**config.mk**
```make
export PLATFORM = sky130hd
export DESIGN_NAME = four_lane_running_median
export DESIGN_NICKNAME = d
export VERILOG_FILES = /design/src/hdl/flrm_pkg.sv /design/src/hdl/four_lane_running_median.sv /design/src/hdl/flrm_cell.sv /design/src/hdl/flrm_lane.sv
export SDC_FILE = /design/constraint.sdc
export NUM_CORES = 2
export LEC_CHECK = 0
export ABC_AREA = 1
export BUFFER_PORTS_ARGS = -buffer_cell sky130_fd_sc_hd__buf_2
export CORE_MARGIN = 2
export CORE_UTILIZATION = 65
export DETAILED_ROUTE_END_ITERATION = 16
export MAX_ROUTING_LAYER = met4
export PLACE_DENSITY = 0.87
export SLEW_MARGIN = 10
export SYNTH_ARGS = -nofsm -noshare
export SYNTH_HDL_FRONTEND = slang
export SYNTH_SLANG_ARGS = --single-unit
```
**constraint.sdc**
```tcl
create_clock -name clock -period 4.9 [get_ports clock]
set_input_delay 0.245 -clock clock [delete_from_list [all_inputs] [get_ports clock]]
set_output_delay 0.245 -clock clock [all_outputs]
set_load 0.005 [all_outputs]
```
**src/hdl/flrm_pkg.sv**
```systemverilog
// Package for the four-lane running median filter.
// Holds default sizes shared by the top level and the lane and cell modules.
// No dependencies.
package flrm_pkg;

   // Number of independent lanes carried in one beat
   localparam int LANES = 4;

   // Default window length and sample width
   localparam int WINDOW_DEFAULT       = 10;
   localparam int SAMPLE_WIDTH_DEFAULT = 16;

endpackage : flrm_pkg

```
**src/hdl/four_lane_running_median.sv**
```systemverilog
// Top level of the four-lane running median filter.
// Depends on flrm_pkg and flrm_lane.
//
// Usage:
//  - Input channel req_*: one beat carries one signed sample per lane. A beat
//    is taken at a clock edge with req_valid high and req_stall low.
//  - Result channel rsp_*: one beat per input beat, carrying the upper median
//    (rank WINDOW/2, ascending) of each lane's last WINDOW samples, the new
//    sample included.
//  - Latency: the result is valid the cycle after its input beat is taken.
//  - Throughput: one beat per cycle while the receiver does not stall. Each lane
//    is a row of WINDOW cells held in sorted order; one beat drops the oldest
//    sample and inserts the new one at once across the row.
//  - Reset (synchronous): all windows read as zeros, which join the ranking
//    until overwritten; the write slot returns to zero; no result is pending.
//  - When the receiver stalls, the pending result holds and req_stall rises,
//    so no input is taken until the result leaves.
module four_lane_running_median
   import flrm_pkg::*;
#(
   parameter int WINDOW       = WINDOW_DEFAULT,
   parameter int SAMPLE_WIDTH = SAMPLE_WIDTH_DEFAULT
) (
   input  logic                           clock,
   input  logic                           reset,
   input  logic                           req_valid,
   output logic                           req_stall,
   input  logic signed [SAMPLE_WIDTH-1:0] req_sample_lane1,
   input  logic signed [SAMPLE_WIDTH-1:0] req_sample_lane2,
   input  logic signed [SAMPLE_WIDTH-1:0] req_sample_lane3,
   input  logic signed [SAMPLE_WIDTH-1:0] req_sample_lane4,
   output logic                           rsp_valid,
   input  logic                           rsp_stall,
   output logic signed [SAMPLE_WIDTH-1:0] rsp_median_lane1,
   output logic signed [SAMPLE_WIDTH-1:0] rsp_median_lane2,
   output logic signed [SAMPLE_WIDTH-1:0] rsp_median_lane3,
   output logic signed [SAMPLE_WIDTH-1:0] rsp_median_lane4
);

   localparam int SLOT_WIDTH = (WINDOW > 1) ? $clog2(WINDOW) : 1;

   logic                           load;
   logic [SLOT_WIDTH-1:0]          wr_pos_ff, wr_pos_in;
   logic                           rsp_valid_ff, rsp_valid_in;
   logic signed [SAMPLE_WIDTH-1:0] sample    [LANES];
   logic signed [SAMPLE_WIDTH-1:0] med_next  [LANES];
   logic signed [SAMPLE_WIDTH-1:0] median_ff [LANES];

   // Handshake: take a beat unless a result is held by the receiver
   assign req_stall = rsp_valid_ff && rsp_stall;
   assign load      = req_valid && !req_stall;

   assign sample[0] = req_sample_lane1;
   assign sample[1] = req_sample_lane2;
   assign sample[2] = req_sample_lane3;
   assign sample[3] = req_sample_lane4;

   // Shared write slot, wraps after WINDOW-1
   always_comb begin
      wr_pos_in = wr_pos_ff;
      if (load) begin
         if (wr_pos_ff == SLOT_WIDTH'(WINDOW - 1)) begin
            wr_pos_in = '0;
         end else begin
            wr_pos_in = wr_pos_ff + 1'b1;
         end
      end
   end

   // Result valid: set on load, cleared when taken
   always_comb begin
      rsp_valid_in = rsp_valid_ff;
      if (load) begin
         rsp_valid_in = 1'b1;
      end else if (!rsp_stall) begin
         rsp_valid_in = 1'b0;
      end
   end

   always_ff @(posedge clock) begin
      if (reset) begin
         wr_pos_ff    <= '0;
         rsp_valid_ff <= 1'b0;
      end else begin
         wr_pos_ff    <= wr_pos_in;
         rsp_valid_ff <= rsp_valid_in;
      end
   end

   // Lanes and their result registers
   for (genvar l = 0; l < LANES; l++) begin : g_lane
      flrm_lane #(
         .WINDOW      (WINDOW),
         .SAMPLE_WIDTH(SAMPLE_WIDTH),
         .SLOT_WIDTH  (SLOT_WIDTH)
      ) u_lane (
         .clock      (clock),
         .reset      (reset),
         .load       (load),
         .sample     (sample[l]),
         .wr_slot    (wr_pos_ff),
         .median_next(med_next[l])
      );

      always_ff @(posedge clock) begin
         if (load) begin
            median_ff[l] <= med_next[l];
         end
      end
   end

   assign rsp_valid        = rsp_valid_ff;
   assign rsp_median_lane1 = median_ff[0];
   assign rsp_median_lane2 = median_ff[1];
   assign rsp_median_lane3 = median_ff[2];
   assign rsp_median_lane4 = median_ff[3];

endmodule : four_lane_running_median

```
**src/hdl/flrm_cell.sv**
```systemverilog
// One cell of the sorted window chain: holds one sample and its window slot.
// Depends on flrm_pkg; instantiated by flrm_lane.
module flrm_cell
   import flrm_pkg::*;
#(
   parameter int WINDOW       = WINDOW_DEFAULT,
   parameter int SAMPLE_WIDTH = SAMPLE_WIDTH_DEFAULT,
   parameter int SLOT_WIDTH   = $clog2(WINDOW),
   parameter int INDEX        = 0
) (
   input  logic                           clock,
   input  logic                           reset,
   input  logic                           load,
   input  logic signed [SAMPLE_WIDTH-1:0] sample,
   input  logic        [SLOT_WIDTH-1:0]   wr_slot,
   input  logic signed [SAMPLE_WIDTH-1:0] left_val,
   input  logic        [SLOT_WIDTH-1:0]   left_slot,
   input  logic                           left_rm_le,
   input  logic signed [SAMPLE_WIDTH-1:0] right_val,
   input  logic        [SLOT_WIDTH-1:0]   right_slot,
   output logic                           rm_le,
   output logic signed [SAMPLE_WIDTH-1:0] val,
   output logic        [SLOT_WIDTH-1:0]   slot,
   output logic signed [SAMPLE_WIDTH-1:0] val_next
);

   localparam bit FIRST = (INDEX == 0);
   localparam bit LAST  = (INDEX == WINDOW - 1);

   logic signed [SAMPLE_WIDTH-1:0] val_ff, val_in;
   logic        [SLOT_WIDTH-1:0]   slot_ff, slot_in;

   logic signed [SAMPLE_WIDTH-1:0] own_c_val, prev_c_val;
   logic        [SLOT_WIDTH-1:0]   own_c_slot, prev_c_slot;
   logic                           own_c_ok, prev_c_ok;

   // The leaving entry sits at or below this cell
   assign rm_le = left_rm_le | (slot_ff == wr_slot);

   // Insert into the compacted list: keep, shift from the right, shift from
   // the left, or take the new sample.
   always_comb begin
      own_c_val   = rm_le ? right_val : val_ff;
      own_c_slot  = rm_le ? right_slot : slot_ff;
      prev_c_val  = left_rm_le ? val_ff : left_val;
      prev_c_slot = left_rm_le ? slot_ff : left_slot;
      own_c_ok    = !LAST && (own_c_val <= sample);
      prev_c_ok   = !FIRST && (prev_c_val > sample);
      if (own_c_ok) begin
         val_in  = own_c_val;
         slot_in = own_c_slot;
      end else if (prev_c_ok) begin
         val_in  = prev_c_val;
         slot_in = prev_c_slot;
      end else begin
         val_in  = sample;
         slot_in = wr_slot;
      end
   end

   // Reset leaves zeros, each cell owning its own window slot
   always_ff @(posedge clock) begin
      if (reset) begin
         val_ff  <= '0;
         slot_ff <= SLOT_WIDTH'(INDEX);
      end else if (load) begin
         val_ff  <= val_in;
         slot_ff <= slot_in;
      end
   end

   assign val      = val_ff;
   assign slot     = slot_ff;
   assign val_next = val_in;

endmodule : flrm_cell

```
**src/hdl/flrm_lane.sv**
```systemverilog
// One lane: a row of WINDOW cells kept in ascending order of sample value.
// Depends on flrm_pkg and flrm_cell.
module flrm_lane
   import flrm_pkg::*;
#(
   parameter int WINDOW       = WINDOW_DEFAULT,
   parameter int SAMPLE_WIDTH = SAMPLE_WIDTH_DEFAULT,
   parameter int SLOT_WIDTH   = $clog2(WINDOW)
) (
   input  logic                           clock,
   input  logic                           reset,
   input  logic                           load,
   input  logic signed [SAMPLE_WIDTH-1:0] sample,
   input  logic        [SLOT_WIDTH-1:0]   wr_slot,
   output logic signed [SAMPLE_WIDTH-1:0] median_next
);

   logic signed [SAMPLE_WIDTH-1:0] cell_val  [WINDOW];
   logic        [SLOT_WIDTH-1:0]   cell_slot [WINDOW];
   logic signed [SAMPLE_WIDTH-1:0] cell_next [WINDOW];
   logic                           cell_rm   [WINDOW];

   // Chain of cells, each seeing its two neighbors
   for (genvar i = 0; i < WINDOW; i++) begin : g_cell
      logic signed [SAMPLE_WIDTH-1:0] l_val, r_val;
      logic        [SLOT_WIDTH-1:0]   l_slot, r_slot;
      logic                           l_rm;

      if (i == 0) begin : g_head
         assign l_val  = '0;
         assign l_slot = '0;
         assign l_rm   = 1'b0;
      end else begin : g_link_l
         assign l_val  = cell_val[i-1];
         assign l_slot = cell_slot[i-1];
         assign l_rm   = cell_rm[i-1];
      end

      if (i == WINDOW - 1) begin : g_tail
         assign r_val  = '0;
         assign r_slot = '0;
      end else begin : g_link_r
         assign r_val  = cell_val[i+1];
         assign r_slot = cell_slot[i+1];
      end

      flrm_cell #(
         .WINDOW      (WINDOW),
         .SAMPLE_WIDTH(SAMPLE_WIDTH),
         .SLOT_WIDTH  (SLOT_WIDTH),
         .INDEX       (i)
      ) u_cell (
         .clock     (clock),
         .reset     (reset),
         .load      (load),
         .sample    (sample),
         .wr_slot   (wr_slot),
         .left_val  (l_val),
         .left_slot (l_slot),
         .left_rm_le(l_rm),
         .right_val (r_val),
         .right_slot(r_slot),
         .rm_le     (cell_rm[i]),
         .val       (cell_val[i]),
         .slot      (cell_slot[i]),
         .val_next  (cell_next[i])
      );
   end

   // Upper median is the middle cell after the update
   assign median_next = cell_next[WINDOW/2];

endmodule : flrm_lane

```
==> flow_summary.ini <==
[global_routing]
antenna_found_initial = 4
grt_pass1_wl_mm = 366
grt_max_degree = 212
grt_use_total_pct = 40.2
grt_pass1_vias = 72100
grt-ovfl-total = 0

[die]
coreArea_um2 = 107000
rows = 120
die_area_um2 = 111000
die_x_um = 333
dieHeight_um = 333
io-pin-count = 134
initial_core_util_pct = 65.6

[worst_setup_path]
setup.worst_path.end_class = flop
cp_common_cell = nand2_1
rr_endpoint = g_lane[1].u_lane.g_cell[7].u_cell.val[6]
rr_worst_depth = 26
cp_max_fo = 40
r2r_start = wr_pos_ff[0]
cp_slowest_cell = nor2_2
start_kind = flop
critPathKind = reg2reg
slowest_delay_ns = 0.48
r2r_slack_ns = 0.25
arrival_ns = 5.27
worstPathRequired_ns = 5.52

[timing]
setup-violations-final = 0
fin_crit_ns = 4.65
fmax_mhz = 215
post-route-period-util_pct = 94.9
clock_skew_ns = 0.0242
tightest_slew_ns = 1.16
hold_ws_ns = 0.0106
hold_viol = 0
fin_ws_ns = 0.250
relSlewSlack_pct = 22.6
rsz0062_at_grt = yes
report.final.slew_viol_count = 0

[placement]
pre_cts_slack_ns = 0.172
place_congestion = 0.948
io_buffers = 133
dp_hpwl_mm = 151

[cts]
cts_sinks = 869
clock_latency_ns = 0.71
cts_tree = built
root_buffer = clkbuf_16
cts.clk_slew.worst_paths_ns = 0.07
cts_buffers = 102
htree_levels = 3
clk_path_buf_depth = 3

[logic_synthesis]
muxShareOfSynthArea_pct = 0.484
synthArstFlopShare_pct = 0
synth_top_area_share_pct = 22.9
synth_edf_count = 64
synth_seq_area_share_pct = 25.6
synth_ff_type = dfxtp_1
syn_area_per_cell_um2 = 6.14
synth_top_family_by_area = simple AND/OR/NAND/NOR gates
yosysWarnings = 0
ys_types = 50
ys_seq_elements = 869
synth_adder_area_share_pct = 10.2
syn-num-nets = 12100
postSynthCellCount = 11500
netlist_area_um2 = 70400
synthTopCellsByArea = dfxtp_1 23%, nand2_1 17%, a21oi_1 12%
synth-xor-area-share_pct = 1.19
yosys.area.top_type = dfxtp_1
synth_compound_area_share_pct = 22.9
yosys.area_share.simple_pct = 28.4

[detailed_routing]
initialDrtViolationCount = 9228
vias_per_cell = 6.13
num_vias = 78300
drc_errors = 0
routed_wl_mm = 226
drt_first_pass_iters = 8
drt-wirelength-per-cell_um = 17.7
drtAntennaViolNets = 0

[hold_path]
hold_path_class = in2reg
hp-start = reset
hold_depth = 2
whs_endpoint = g_lane[1].u_lane.g_cell[9].u_cell.val[8]

[finish]
final_common_cell = nand2_1
fin_util_pct = 71.6
layout_common_cells = 3118 x nand2_1, 1735 x a21oi_1, 1176 x inv_1
fin_nets = 11900
drive_gt1_share_pct = 6.20
syn2layout_area_growth_pct = 9.07

[outcome]
outcome = finished, final reports clean

[run]
cap_violations = 0
[registers in the layout, summed over array words and instances, names as in the netlist]
register                          cells
rsp_valid                             1
g_lane.u_lane.g_cell.u_cell.val     640
wr_pos_ff                             4
median_ff                            64
g_lane.u_lane.g_cell.u_cell.slot    160
[cell families (layout without fill, tap and decap cells)]
family                     Yosys count  in the layout
adders and majority gates          576            576
other                                0              3
DFF                                869            869
muxes                               34             34
AOI/OAI and AO/OA                 3117           3117
xor gates and xnor gates            96             96
and+or+nand+nor                   4756           4756
buffers and inverters             2013           1909
[metal layers]
layer / global-route usage [%] / routed length [µm]
met1: 52.2 / 92600
met2: 63.2 / 102000
met3: 5.22 / 22300
met4: 16.4 / 9560
met5: - / 0
[how the worst max path moves through the flow]
stage,from,to,slack [ns],cells past startpoint
after global routing,wr_pos_ff[0],g_lane[0].u_lane.g_cell[8].u_cell.slot[3],-0.006,23
after detailed placement,wr_pos_ff[1],g_lane[3].u_lane.g_cell[7].u_cell.val[0],0.17,22
final,wr_pos_ff[0],g_lane[1].u_lane.g_cell[7].u_cell.val[6],0.25,26
after global placement,wr_pos_ff[3],g_lane[0].u_lane.g_cell[4].u_cell.val[13],0.23,24
after CTS,wr_pos_ff[1],g_lane[3].u_lane.g_cell[7].u_cell.val[3],0.07,24
after floorplan,wr_pos_ff[3],g_lane[2].u_lane.g_cell[8].u_cell.slot[3],1.01,26
[worst max-delay path, delay by kind of cell (launching register included)]
family          cells  cell delay (ns)
flops               1             0.42
compound gates      2             0.37
simple gates       19             2.44
fa+ha+maj           1             0.35
buf+inv             4             0.98
[synthesized netlist by cell type (84+ instances only)]
cell type and number:
nand2_1 3120, a21oi_1 1735, inv_1 1181, o21ai_0 1102, nand3_1 934, dfxtp_1 805, ha_1 576, clkbuf_1 575
nor2_1 363, nand4_1 204, o211ai_1 110, buf_2 84
[stage by stage]
stage	cell area [µm²]	setup TNS, ns	instances
after floorplan	70400	0	11500
after global placement	72200	0	12500
after detailed placement	72200	0	12500
after CTS	76500	0	12700
after global routing	76700	-0.00987	12800
final	76700	0	12800
[final cells by class]
class	count	area [µm²]
flip-flops and latches	869	18000
well taps	1403	1760
repair inverters	1	7.51
multi-input cells	8579	44700
clock buffers	132	2910
diodes	3	7.51
clock inverters	56	805
repair buffers	474	3780
inverters	1246	4720
fillers	9215	30500
[timing repair]
action / CTS / global route
hold buffers: 59 / 0
setup buffers: 0 / 10
gates resized for setup: 0 / 37
endpoints found under the hold margin: 91 / 0
setup endpoints to repair: 0 / 499
Power is left out: the tool's default activity adds up to more than one toggle a clock period on the data nets, which glitch-free logic cannot reach.
